===== config.mk =====
export PLATFORM = sky130hd
export DESIGN_NAME = segment_stream_normalizer_unit
export DESIGN_NICKNAME = d
export VERILOG_FILES = /design/src/rtl/ssn_pkg.sv /design/src/rtl/ssn_front.sv /design/src/rtl/ssn_fifo.sv /design/src/rtl/ssn_back.sv /design/src/rtl/segment_stream_normalizer_unit.sv
export VERILOG_INCLUDE_DIRS = /design/src /design/src/rtl
export SDC_FILE = /design/constraint.sdc
export NUM_CORES = 1
export LEC_CHECK = 0
export ABC_AREA = 1
export BUFFER_PORTS_ARGS = -buffer_cell sky130_fd_sc_hd__buf_4
export CAP_MARGIN = 20
export CELL_PAD_IN_SITES_DETAIL_PLACEMENT = 0
export CELL_PAD_IN_SITES_GLOBAL_PLACEMENT = 2
export CORE_MARGIN = 2
export CORE_UTILIZATION = 30
export DETAILED_ROUTE_END_ITERATION = 10
export PLACE_DENSITY_LB_ADDON = 0.1
export SLEW_MARGIN = 40
export SYNTH_ARGS = -nofsm -noshare
export SYNTH_HDL_FRONTEND = slang
export SYNTH_SLANG_ARGS = --single-unit
export TNS_END_PERCENT = 1

===== constraint.sdc =====
create_clock -name clk_i -period 9.7 [get_ports clk_i]
set_input_delay 2.91 -clock clk_i [delete_from_list [all_inputs] [get_ports clk_i]]
set_output_delay 2.91 -clock clk_i [all_outputs]
set_load 0.01 [all_outputs]

===== src/rtl/segment_stream_normalizer_unit_defines.svh =====
// Assertion macros shared by the segment stream normalizer modules.
`ifndef SEGMENT_STREAM_NORMALIZER_UNIT_DEFINES_SVH
`define SEGMENT_STREAM_NORMALIZER_UNIT_DEFINES_SVH

// The condition must never hold while out of reset.
`define SSN_ASSERT_NEVER(lbl, clk, rstn, cond) \
  lbl: assert property (@(posedge clk) disable iff (!(rstn)) !(cond)) \
    else $error("ssn: forbidden condition seen");

// The antecedent must always be followed by the consequent in the same cycle.
`define SSN_ASSERT_IMPLY(lbl, clk, rstn, ante, cons) \
  lbl: assert property (@(posedge clk) disable iff (!(rstn)) (ante) |-> (cons)) \
    else $error("ssn: implication violated");

`endif


===== src/rtl/ssn_pkg.sv =====
package ssn_pkg;

  typedef enum logic [3:0] {
    PH_HDR_FIRST = 4'b0001,
    PH_HDR_BODY  = 4'b0010,
    PH_DATA      = 4'b0100,
    PH_DISCARD   = 4'b1000
  } phase_e;

  typedef enum logic [1:0] {
    KIND_NONE = 2'd0,
    KIND_BYTE = 2'd1,
    KIND_HDR  = 2'd2
  } kind_e;

  typedef struct packed {
    kind_e       kind;
    logic [31:0] data;
    logic        fin;
    logic        run;
    logic [15:0] first_start;
  } entry_t;

  localparam logic [7:0]  MARKER_BYTE  = 8'hFF;
  localparam logic [15:0] MARKER_WORD  = 16'hFFFF;
  localparam logic [15:0] RUN_VEC_LO   = 16'h02E0;
  localparam logic [15:0] RUN_VEC_HI   = 16'h02E1;
  localparam logic [15:0] INIT_VEC_LO  = 16'h02E2;
  localparam logic [15:0] INIT_VEC_HI  = 16'h02E3;
  localparam logic [7:0]  RUN_ADDR_LO  = 8'hE0;
  localparam logic [7:0]  RUN_STOP_LO  = 8'hE1;
  localparam logic [7:0]  RUN_ADDR_HI  = 8'h02;
  localparam logic [7:0]  TRAILER_FE   = 8'hFE;

  localparam logic [2:0]  HDR_MARKER_CNT = 3'd2;
  localparam logic [2:0]  HDR_FULL_CNT   = 3'd4;

  localparam logic [3:0] POS_HDR0    = 4'd0;
  localparam logic [3:0] POS_HDR3    = 4'd3;
  localparam logic [3:0] POS_RUN_E0  = 4'd4;
  localparam logic [3:0] POS_RUN_02A = 4'd5;
  localparam logic [3:0] POS_RUN_E1  = 4'd6;
  localparam logic [3:0] POS_RUN_02B = 4'd7;
  localparam logic [3:0] POS_FS_LO   = 4'd8;
  localparam logic [3:0] POS_FS_HI   = 4'd9;
  localparam logic [3:0] POS_TRL_FF0 = 4'd10;
  localparam logic [3:0] POS_TRL_FF1 = 4'd11;
  localparam logic [3:0] POS_TRL_FE  = 4'd12;
  localparam logic [3:0] POS_TRL_FF2 = 4'd13;

  function automatic logic [7:0] tail_byte(logic [3:0] pos, logic [15:0] fs);
    logic [7:0] b;
    b = MARKER_BYTE;
    unique case (pos)
      POS_RUN_E0:  b = RUN_ADDR_LO;
      POS_RUN_02A: b = RUN_ADDR_HI;
      POS_RUN_E1:  b = RUN_STOP_LO;
      POS_RUN_02B: b = RUN_ADDR_HI;
      POS_FS_LO:   b = fs[7:0];
      POS_FS_HI:   b = fs[15:8];
      POS_TRL_FE:  b = TRAILER_FE;
      POS_TRL_FF0, POS_TRL_FF1, POS_TRL_FF2: b = MARKER_BYTE;
      default:     b = MARKER_BYTE;
    endcase
    return b;
  endfunction

endpackage


===== src/rtl/ssn_front.sv =====
module ssn_front (
  input  logic            clk_i,
  input  logic            rst_ni,
  input  logic            accept_i,
  input  logic [7:0]      in_byte_i,
  input  logic            in_last_i,
  output logic            push_o,
  output ssn_pkg::entry_t entry_o
);
  import ssn_pkg::*;

  phase_e      phase_q, phase_d;
  logic [31:0] hold_q, hold_d;
  logic [2:0]  count_q, count_d;
  logic [16:0] rem_q, rem_d;
  logic [15:0] fs_q, fs_d;
  logic        seen_q, seen_d;
  logic        vec_q, vec_d;

  logic [31:0] hold_new;
  logic [2:0]  cnt_new;
  logic [15:0] start_addr;
  logic [15:0] stop_addr;
  kind_e       kind;

  always_comb begin
    hold_new = hold_q;
    hold_new[{count_q[1:0], 3'b000} +: 8] = in_byte_i;
    cnt_new    = count_q + 3'd1;
    start_addr = hold_new[15:0];
    stop_addr  = hold_new[31:16];

    phase_d = phase_q;
    hold_d  = hold_q;
    count_d = count_q;
    rem_d   = rem_q;
    fs_d    = fs_q;
    seen_d  = seen_q;
    vec_d   = vec_q;
    kind    = KIND_NONE;

    if (accept_i) begin
      unique case (phase_q)
        PH_HDR_FIRST, PH_HDR_BODY: begin
          hold_d  = hold_new;
          count_d = cnt_new;
          if (phase_q == PH_HDR_FIRST && cnt_new == HDR_MARKER_CNT) begin
            phase_d = PH_HDR_BODY;
            if (hold_new[15:0] == MARKER_WORD) begin
              count_d = '0;
              hold_d  = '0;
            end
          end else if (cnt_new == HDR_FULL_CNT) begin
            count_d = '0;
            if (!seen_q) begin
              fs_d   = start_addr;
              seen_d = 1'b1;
            end
            if (start_addr > stop_addr) begin
              phase_d = PH_DISCARD;
            end else begin
              if ((start_addr <= RUN_VEC_LO && stop_addr >= RUN_VEC_HI) ||
                  (start_addr <= INIT_VEC_LO && stop_addr >= INIT_VEC_HI)) begin
                vec_d = 1'b1;
              end
              kind    = KIND_HDR;
              rem_d   = {1'b0, stop_addr} - {1'b0, start_addr} + 17'd1;
              phase_d = PH_DATA;
            end
          end
        end
        PH_DATA: begin
          kind  = KIND_BYTE;
          rem_d = rem_q - 17'd1;
          if (rem_d == '0) begin
            phase_d = PH_HDR_FIRST;
            count_d = '0;
          end
        end
        PH_DISCARD: begin
        end
        default: begin
          phase_d = PH_HDR_FIRST;
          count_d = '0;
        end
      endcase
    end

    entry_o.kind        = kind;
    entry_o.data        = (kind == KIND_HDR) ? hold_new : {24'd0, in_byte_i};
    entry_o.fin         = in_last_i;
    entry_o.run         = !vec_d;
    entry_o.first_start = fs_d;
    push_o = accept_i && (kind != KIND_NONE || in_last_i);

    if (accept_i && in_last_i) begin
      phase_d = PH_HDR_FIRST;
      hold_d  = '0;
      count_d = '0;
      rem_d   = '0;
      fs_d    = '0;
      seen_d  = 1'b0;
      vec_d   = 1'b0;
    end
  end

  always_ff @(posedge clk_i or negedge rst_ni) begin
    if (!rst_ni) begin
      phase_q <= PH_HDR_FIRST;
      hold_q  <= '0;
      count_q <= '0;
      rem_q   <= '0;
      fs_q    <= '0;
      seen_q  <= 1'b0;
      vec_q   <= 1'b0;
    end else begin
      phase_q <= phase_d;
      hold_q  <= hold_d;
      count_q <= count_d;
      rem_q   <= rem_d;
      fs_q    <= fs_d;
      seen_q  <= seen_d;
      vec_q   <= vec_d;
    end
  end

endmodule


===== src/rtl/ssn_fifo.sv =====
`include "segment_stream_normalizer_unit_defines.svh"

module ssn_fifo #(
  parameter int unsigned Depth = 4
) (
  input  logic            clk_i,
  input  logic            rst_ni,
  input  logic            push_i,
  input  ssn_pkg::entry_t entry_i,
  output logic            full_o,
  input  logic            pop_i,
  output ssn_pkg::entry_t head_o,
  output logic            valid_o
);
  import ssn_pkg::*;

  localparam int unsigned PtrW = (Depth > 1) ? $clog2(Depth) : 1;
  localparam int unsigned CntW = $clog2(Depth + 1);
  localparam logic [PtrW-1:0] LastPtr = PtrW'(Depth - 1);
  localparam logic [CntW-1:0] FullCnt = CntW'(Depth);

  entry_t          mem_q [Depth];
  logic [PtrW-1:0] wr_ptr_q, wr_ptr_d;
  logic [PtrW-1:0] rd_ptr_q, rd_ptr_d;
  logic [CntW-1:0] count_q, count_d;
  logic            do_push;
  logic            do_pop;

  assign full_o  = (count_q == FullCnt);
  assign valid_o = (count_q != '0);
  assign head_o  = mem_q[rd_ptr_q];
  assign do_push = push_i && !full_o;
  assign do_pop  = pop_i && valid_o;

  always_comb begin
    wr_ptr_d = wr_ptr_q;
    rd_ptr_d = rd_ptr_q;
    count_d  = count_q;
    if (do_push) begin
      wr_ptr_d = (wr_ptr_q == LastPtr) ? '0 : wr_ptr_q + 1'b1;
    end
    if (do_pop) begin
      rd_ptr_d = (rd_ptr_q == LastPtr) ? '0 : rd_ptr_q + 1'b1;
    end
    if (do_push && !do_pop) begin
      count_d = count_q + 1'b1;
    end else if (do_pop && !do_push) begin
      count_d = count_q - 1'b1;
    end
  end

  always_ff @(posedge clk_i) begin
    if (do_push) begin
      mem_q[wr_ptr_q] <= entry_i;
    end
  end

  always_ff @(posedge clk_i or negedge rst_ni) begin
    if (!rst_ni) begin
      wr_ptr_q <= '0;
      rd_ptr_q <= '0;
      count_q  <= '0;
    end else begin
      wr_ptr_q <= wr_ptr_d;
      rd_ptr_q <= rd_ptr_d;
      count_q  <= count_d;
    end
  end

  `SSN_ASSERT_NEVER(a_fifo_no_overflow, clk_i, rst_ni, push_i && full_o)
  `SSN_ASSERT_NEVER(a_fifo_no_underflow, clk_i, rst_ni, pop_i && !valid_o)
  `SSN_ASSERT_NEVER(a_fifo_count_bound, clk_i, rst_ni, count_q > FullCnt)

endmodule


===== src/rtl/ssn_back.sv =====
`include "segment_stream_normalizer_unit_defines.svh"

module ssn_back (
  input  logic            clk_i,
  input  logic            rst_ni,
  input  ssn_pkg::entry_t head_i,
  input  logic            head_valid_i,
  output logic            head_pop_o,
  input  logic            pop_i,
  output logic            empty_o,
  output logic [7:0]      out_byte_o,
  output logic            out_last_o
);
  import ssn_pkg::*;

  logic       busy_q, busy_d;
  logic [3:0] pos_q, pos_d;
  logic       out_valid_q;
  logic [7:0] out_byte_q;
  logic       out_last_q;

  logic [3:0] start_pos;
  logic [3:0] cur_pos;
  logic [3:0] next_pos;
  logic       entry_done;
  logic       step;
  logic [7:0] cur_byte;

  always_comb begin
    if (head_i.kind != KIND_NONE) begin
      start_pos = POS_HDR0;
    end else begin
      start_pos = head_i.run ? POS_RUN_E0 : POS_TRL_FF0;
    end
    cur_pos = busy_q ? pos_q : start_pos;

    next_pos   = cur_pos + 4'd1;
    entry_done = 1'b0;
    if (cur_pos < POS_RUN_E0) begin
      if (head_i.kind == KIND_HDR) begin
        cur_byte = head_i.data[{cur_pos[1:0], 3'b000} +: 8];
      end else begin
        cur_byte = head_i.data[7:0];
      end
      if (head_i.kind == KIND_HDR && cur_pos != POS_HDR3) begin
        next_pos = cur_pos + 4'd1;
      end else if (head_i.fin) begin
        next_pos = head_i.run ? POS_RUN_E0 : POS_TRL_FF0;
      end else begin
        entry_done = 1'b1;
      end
    end else begin
      cur_byte   = tail_byte(cur_pos, head_i.first_start);
      entry_done = (cur_pos == POS_TRL_FF2);
    end

    step       = head_valid_i && (!out_valid_q || pop_i);
    head_pop_o = step && entry_done;

    busy_d = busy_q;
    pos_d  = pos_q;
    if (step) begin
      busy_d = !entry_done;
      pos_d  = next_pos;
    end
  end

  always_ff @(posedge clk_i or negedge rst_ni) begin
    if (!rst_ni) begin
      busy_q      <= 1'b0;
      pos_q       <= POS_HDR0;
      out_valid_q <= 1'b0;
    end else begin
      busy_q <= busy_d;
      pos_q  <= pos_d;
      if (step) begin
        out_valid_q <= 1'b1;
      end else if (pop_i) begin
        out_valid_q <= 1'b0;
      end
    end
  end

  always_ff @(posedge clk_i) begin
    if (step) begin
      out_byte_q <= cur_byte;
      out_last_q <= (cur_pos == POS_TRL_FF2);
    end
  end

  assign empty_o    = !out_valid_q;
  assign out_byte_o = out_byte_q;
  assign out_last_o = out_last_q;

  `SSN_ASSERT_IMPLY(a_busy_has_head, clk_i, rst_ni, busy_q, head_valid_i)
  `SSN_ASSERT_IMPLY(a_busy_pos_range, clk_i, rst_ni, busy_q, pos_q <= POS_TRL_FF2)
  `SSN_ASSERT_IMPLY(a_last_is_trailer, clk_i, rst_ni, out_valid_q && out_last_q,
                    out_byte_q == MARKER_BYTE)

endmodule


===== src/rtl/segment_stream_normalizer_unit.sv =====
// The first result byte of an item passes the item queue and then the output register.
// Throughput: one input item per cycle while full is low, and one result byte per cycle while
// an entry is queued and the output is empty or popped; a header gives 4 bytes, the ending 4 or 10.
// The item queue between parser and sequencer holds QueueDepth entries.
// Reset is asynchronous and active low; it clears the parser state, the queue and the output.
module segment_stream_normalizer_unit #(
  parameter int unsigned QueueDepth = 5
) (
  input  logic       clk_i,
  input  logic       rst_ni,
  input  logic       push,
  output logic       full,
  input  logic [7:0] in_byte_i,
  input  logic       in_last_i,
  input  logic       pop,
  output logic       empty,
  output logic [7:0] out_byte_o,
  output logic       out_last_o
);
  import ssn_pkg::*;

  logic   accept;
  logic   q_push;
  entry_t q_entry;
  logic   q_full;
  logic   q_pop;
  entry_t q_head;
  logic   q_valid;

  assign full   = q_full;
  assign accept = push && !q_full;

  ssn_front u_front (
    .clk_i     (clk_i),
    .rst_ni    (rst_ni),
    .accept_i  (accept),
    .in_byte_i (in_byte_i),
    .in_last_i (in_last_i),
    .push_o    (q_push),
    .entry_o   (q_entry)
  );

  ssn_fifo #(
    .Depth (QueueDepth)
  ) u_fifo (
    .clk_i   (clk_i),
    .rst_ni  (rst_ni),
    .push_i  (q_push),
    .entry_i (q_entry),
    .full_o  (q_full),
    .pop_i   (q_pop),
    .head_o  (q_head),
    .valid_o (q_valid)
  );

  ssn_back u_back (
    .clk_i        (clk_i),
    .rst_ni       (rst_ni),
    .head_i       (q_head),
    .head_valid_i (q_valid),
    .head_pop_o   (q_pop),
    .pop_i        (pop),
    .empty_o      (empty),
    .out_byte_o   (out_byte_o),
    .out_last_o   (out_last_o)
  );

endmodule

After elaboration in Yosys (flattened, before gate mapping)
Memory sizes are Yosys's and may differ from the RTL's.
Index checks and enable logic that the tools add are counted.
{"block": "classes", "add_sub_neg": 10, "multipliers": 0, "n_div": 0, "n_lt_le_gt_ge": 6, "n_eq_ne": 28, "shifts": 3, "n_mux": 70, "n_bitwise": 0, "reduce_logical": 39}
{"operator": "32-bit 2-to-1 mux", "n": 6}
{"operator": "16-bit 2-to-1 mux", "n": 6}
{"operator": "17-bit 2-to-1 mux", "n": 5}
{"operator": "4-bit 2-to-1 mux", "n": 12}
{"operator": "8-bit one-hot mux with 6 select lines", "n": 1}
{"operator": "17-bit one-hot mux with 2 select lines", "n": 1}
{"operator": "32-bit bitwise mux", "n": 1}
{"operator": "16-bit by 10-bit >= comparator with 1-bit output, second input constant", "n": 2}
{"operator": "16-bit by 10-bit less-or-equal comparator with 1-bit output, second input constant", "n": 2}
{"operator": "8-bit by 7-bit variable shift with 32-bit output, first input constant", "n": 1}
{"operator": "32-bit by 6-bit variable part select with 8-bit output", "n": 1}
{"operator": "8-bit by 7-bit variable part select with 32-bit output", "n": 1}
{"operator": "3-bit 2-to-1 mux", "n": 10}
{"operator": "4-bit by 3-bit == test with 1-bit output, second input constant", "n": 5}
{"operator": "4-bit == test, second input constant", "n": 5}
{"operator": "1-bit 2-to-1 mux", "n": 19}
{"operator": "17-bit by 1-bit adder with 17-bit output, second input constant", "n": 1}
{"operator": "17-bit logical NOT", "n": 1}
{"operator": "16-bit by 16-bit subtractor with 17-bit output", "n": 1}
{"operator": "17-bit by 1-bit subtractor with 17-bit output, second input constant", "n": 1}
{"operator": "16-bit == test, second input constant", "n": 1}
{"operator": "16-bit > comparator", "n": 1}
{"operator": "8-bit 2-to-1 mux", "n": 2}
{"operator": "2-bit nonzero test", "n": 7}
{"operator": "29 further kinds", "n": 63}
{"block": "totals", "reg_bits": 98, "latch_bits": 0, "ramBits": 260, "romBits": 0, "in_bits": 13, "out_inout_bits": 11, "wordCells": 172, "n_memories": 1}
{"name": "u_fifo.mem_q", "depth": 5, "word_bits": 52, "read_ports": 1, "rd_ports_with_merged_regs": 0, "write_ports": 1, "line": "ssn_fifo.sv:22", "rtl": "entry_t mem_q [Depth];"}

Depth between registers and ports, before layout
{"block": "depth", "word_depth": 17, "mapped_depth": 28, "ltp_nobuf": 26}

Hierarchy
A second synthesis with hierarchy kept.
{"block": "unflattened", "hier_cells": 2285, "hier_area_um2": 19311.0}
{"mod": "ssn_fifo", "n_inst": 1, "cells_per_inst": 1105, "area_each_um2": 11478.5}
{"mod": "ssn_front", "n_inst": 1, "cells_per_inst": 954, "area_each_um2": 6288.5}
{"mod": "ssn_back", "n_inst": 1, "cells_per_inst": 224, "area_each_um2": 1534.0}
{"mod": "segment_stream_normalizer_unit", "n_inst": 1, "cells_per_inst": 2, "area_each_um2": 10.0}

Worst setup path after synthesis
OpenSTA, ideal clock, no wires.
{"block": "synth_path", "path_kind": "input port to flip-flop", "from": "input in_byte_i[3]", "to": "memory u_fifo.mem_q[4][0] (netlist bit), enable pin", "setup_time_ns": 0.591, "arrival_time_ns": 9.372, "required_ns": 9.109, "slack_ns": -0.263, "cell_stages": 14, "n_path_buf": 0, "cell_sequence": "inv_1 -> nor3_1 -> a21oi_1 -> inv_1 -> ha_1 -> a21oi_1 -> o21ai_0 -> nand2_1 -> nand2_1 -> nand2_1 -> a21oi_1 -> nand2_1 -> nand2_4 -> nor4_1"}
{"block": "synth_between", "elab_chain_cells": 14}
{"element": "start, declared", "line": "segment_stream_normalizer_unit.sv:13", "rtl": "input logic [7:0] in_byte_i,"}
{"element": "8-bit by 7-bit variable part select with 32-bit output", "line": "ssn_front.sv:28", "rtl": "hold_new[{count_q[1:0], 3'b000} +: 8] = in_byte_i;"}
{"element": "32-bit bitwise mux", "line": "ssn_front.sv:28"}
{"element": "16-bit > comparator", "line": "ssn_front.sv:59", "rtl": "if (start_addr > stop_addr) begin"}
{"element": "2-bit 2-to-1 mux", "line": "ssn_front.sv:59"}
{"element": "2-bit 2-to-1 mux", "line": "ssn_front.sv:53", "rtl": "end else if (cnt_new == HDR_FULL_CNT) begin"}
{"element": "2-bit 2-to-1 mux", "line": "ssn_front.sv:47", "rtl": "if (phase_q == PH_HDR_FIRST && cnt_new == HDR_MARKER_CNT) begin"}
{"element": "2-bit one-hot mux with 2 select lines", "line": "ssn_front.sv:43", "rtl": "unique case (phase_q)"}
{"element": "2-bit 2-to-1 mux", "line": "ssn_front.sv:42", "rtl": "if (accept_i) begin"}
{"element": "2-bit nonzero test", "line": "ssn_front.sv:94", "rtl": "push_o = accept_i && (kind != KIND_NONE || in_last_i);"}
{"element": "1-bit logical OR", "line": "ssn_front.sv:94"}
{"element": "1-bit logical AND", "line": "ssn_front.sv:94"}
{"element": "1-bit logical AND", "line": "ssn_fifo.sv:32", "rtl": "assign do_push = push_i && !full_o;"}
{"element": "1-bit 2-to-1 mux", "line": "ssn_fifo.sv:53", "rtl": "if (do_push) begin"}
{"element": "1-bit 2-to-1 mux (implied by the code)", "line": "ssn_fifo.sv:54", "rtl": "mem_q[wr_ptr_q] <= entry_i;"}
{"element": "end, declared", "line": "ssn_fifo.sv:22"}
Every way passes these cells.

==> flow_metrics.env <==
export IMPL_clkLatencyLatePin_ns=0.58
export IMPL_coreArea_um2=59020
export IMPL_clock_path_buffers=3
export IMPL_yosys_area_top_type="edfxtp_1"
export IMPL_p_leak_nw=7.997
export IMPL_die_w_um=248.5
export IMPL_grt_use_total_pct=19.01
export IMPL_p_int_mw=3.706
export IMPL_synth_seq_cells=358
export IMPL_synth_distinct_cells=49
export IMPL_r2r_setup_slack_ns=4.52
export IMPL_antennaDiodeCount=0
export IMPL_start_util_pct=30.39
export IMPL_finalHoldViolCount=0
export IMPL_port_buffers=23
export IMPL_drtIter0Drc=851
export IMPL_dp_cells=2594
export IMPL_ioPinCount=24
export IMPL_crit_cells=15
export IMPL_slowest_stage="o21ai_0"
export IMPL_routedWlPerCell_um=22.23
export IMPL_grt_max_degree=56
export IMPL_startpoint="in_byte_i[3]"
export IMPL_critPathCaptureType="register"
export IMPL_startpoint_type="input port"
export IMPL_path_buf_inv=4
export IMPL_p_sw_share_pct=44.26
export IMPL_skew_ns=0.02112
export IMPL_status="completed"
export IMPL_critPathKind="in2reg"
export IMPL_max_cap_violations=0
export IMPL_dieArea_um2=61760
export IMPL_die_y_um=248.5
export IMPL_dpl_hpwl_um=39060
export IMPL_whs_path_depth=2
export IMPL_fill_cells=6107
export IMPL_grt_pass1_vias=12820
export IMPL_fmax_mhz=161.7
export IMPL_finalPower_mw=6.649
export IMPL_critPathTopFamily="compound AO/OA/AOI/OAI gates"
export IMPL_timing_rr_end="u_fifo.mem_q[4][20]"
export IMPL_synthCells=1853
export IMPL_yosysSeqAreaShare_pct=57.46
export IMPL_min_path_type="reg2reg"
export IMPL_grt_pass1_wl_um=87020
export IMPL_postCtsSetupRepairBufs=0
export IMPL_synth_area_per_cell_um2=9.679
export IMPL_cts_tree="yes"
export IMPL_post_synth_instance_area_um2=17940
export IMPL_ir_drop_v=0.0001911
export IMPL_async_flop_share_pct=24.86
export IMPL_cts_max_level=2
export IMPL_pwr_share_seq_pct=31.0
export IMPL_grt_overflow=0
export IMPL_ant_nets=0
export IMPL_p_comb_share_pct=45.5
export IMPL_clkTransAtPathRegs_ns=0.06
export IMPL_cpPeakStageDelay_ns=0.70
export IMPL_ys_warn_count=0
export IMPL_crit_chain="buf_4, inv_1, nor3_1, a21oi_1, inv_1, ha_1, a21oi_1, o21ai_0, nand2_1, nand2_1, nand2_1, a21oi_1, nor2_2, inv_2, o21ai_0"
export IMPL_cp_arrival_ns=6.46
export IMPL_area_growth_pct=13.10
export IMPL_ys_flop_type="edfxtp_1"
export IMPL_switchingPower_mw=2.943
export IMPL_synth_top_cell_area_share_pct=45.04
export IMPL_crit_required_ns=9.97
export IMPL_worst_path_max_fanout=34
export IMPL_numCtsBuffers=43
export IMPL_vias=13050
export IMPL_finalSetupViolCount=0
export IMPL_drc_errors=0
export IMPL_rows=89
export IMPL_postCtsHoldBufs=0
export IMPL_ctsResizeCount=0
export IMPL_grt_setup_unrepaired="no"
export IMPL_nNetsFinal=1944
export IMPL_drv_slew=0
export IMPL_netlist_top_cells_count="nor2_1 (341), edfxtp_1 (269), nand2_1 (241)"
export IMPL_netlist_top_cells_area="edfxtp_1 (45%), dfrtp_1 (12%), nor2_1 (7.1%)"
export IMPL_routabilityCongestion=0.8069
export IMPL_firstDrtPassIters=5
export IMPL_power_frac_clock_pct=23.5
export IMPL_synth_most_common_cell="nor2_1"
export IMPL_post_route_period_util_pct=63.75
export IMPL_power_density_nw_per_um2=327.8
export IMPL_drt_total_wl_um=59320
export IMPL_layout_drive_gt1_share_pct=10.18
export IMPL_syn_nets=1931
export IMPL_r2r_start="u_front.count_q[1]"
export IMPL_cts_sinks=358
export IMPL_reg2reg_depth=16
export IMPL_viasPerCell=4.893
export IMPL_slew_headroom_pct=46.11
export IMPL_worst_pin_slew_ns=0.8075
export IMPL_setup_tns_ns=0
export IMPL_clockRootBuffer="clkbuf_16"
export IMPL_synth_edff_count=269
export IMPL_antenna_found_initial=2
export IMPL_stdcell_count=2668
export IMPL_period_minus_slack_ns=6.184
export IMPL_endpoint="u_fifo.mem_q[4][20]"
[power groups by stage]
stage	sequential (mW)	clock [mW]	combinational (mW)
5_1_grt	2.09	1.66	3.38
3_5_place_dp	2.09	0	3.09
4_1_cts	2.06	1.61	3.10
6_report	2.06	1.56	3.03
2_1_floorplan	2.08	0	2.03
3_3_place_gp	2.09	0	3.11
[kinds of logic after synthesis]
kind of cell / share of synthesized area, %
AOI/OAI and AO/OA: 11.50
and+or+nand+nor: 19.38
DFF: 57.46
xor gates and xnor gates: 1.074
adders and majority gates: 4.618
buffers and inverters: 5.971
[per-stage QoR]
| stage | util, % | hold slack, ns | cell area, um^2 | setup slack (ns) |
|---|---|---|---|---|
| after floorplan | - | 0.4489 | 17940 | 1.023 |
| after global placement | 32.04 | 0.4707 | 18910 | 2.922 |
| after detailed placement | 32.09 | 0.4723 | 18940 | 2.974 |
| after CTS | 34.36 | 0.4834 | 20280 | 3.580 |
| after global routing | 34.37 | 0.5153 | 20290 | 3.238 |
| final | 34.37 | 0.4811 | 20290 | 3.516 |
[routing by layer]
metal  GRT usage, %  up-vias  wire (um)
li1               -     6407          -
met1          26.48     6322      28110
met2          30.02      245      26930
met3          2.586       80       2239
met4          7.322        0       2036
met5              0        -          0
[registers in the layout, summed over array words and instances (netlist names)]
signal              cells
u_fifo.mem_q          260
u_front.hold_q         32
u_front.rem_q          17
u_front.fs_q           16
u_back.out_byte_o       8
u_back.pos_q            4
u_front.phase_q         4
u_fifo.count_q          3
u_fifo.rd_ptr_q         3
u_fifo.wr_ptr_q         3
u_front.count_q         3
u_back.busy_q           1
u_back.out_last_o       1
u_back.out_valid_q      1
u_front.seen_q          1
u_front.vec_q           1
[cell type report]
cell class,count,area [um^2],area share (%)
multi-input cells,1239,6623,32.65
clock inverters,17,156.4,0.7710
flip-flops and latches,358,10310,50.83
clock buffers,57,1181,5.822
inverters,176,668.1,3.294
well taps,773,967.2,4.768
repair buffers,48,379.1,1.869
[worst min path at each step]
| stage | end | start |
|---|---|---|
| floorplan | u_back.pos_q[0] | u_back.pos_q[0] |
| global placement | u_back.pos_q[0] | u_back.pos_q[0] |
| detailed placement | u_back.pos_q[0] | u_back.pos_q[0] |
| CTS | u_front.phase_q[0] | u_front.phase_q[0] |
| global route | u_front.phase_q[0] | u_front.phase_q[0] |
| finish | u_front.phase_q[0] | u_front.phase_q[0] |
[layout by cell type, fill, tap and decap left out, types with 6 or more instances in the layout]
master	n
clkbuf_1	11
nor2_4	7
a31oi_1	24
clkinv_2	6
edfxtp_1	269
or2_2	24
dfrtp_1	86
o22ai_1	60
ha_1	63
nor2_2	6
clkinv_1	8
o211ai_1	25
o21ai_1	15
buf_4	43
a21oi_1	54
xnor2_1	7
nand2_2	8
inv_1	162
o21ai_0	150
a211oi_1	16
xor2_1	15
nand4_1	41
nor2_1	340
nand3_1	89
clkbuf_16	45
nand2_1	241
inv_2	8
nor3_1	15
[worst reg2reg max path: stages (launching register included)]
cell and delay (ns):
dfrtp_1 0.48, inv_1 0.16, ha_1 0.48, nand2_1 0.22, inv_1 0.12, nand2_1 0.09, o22ai_1 0.24, inv_1 0.19
ha_1 0.39, nand4_1 0.16, nor3_1 0.27, nand3_1 0.12, nor2_1 0.12, a21oi_1 0.10, nor2_2 0.51, inv_2 0.51
o21ai_0 0.71
(Power assumes the default switching activity.)
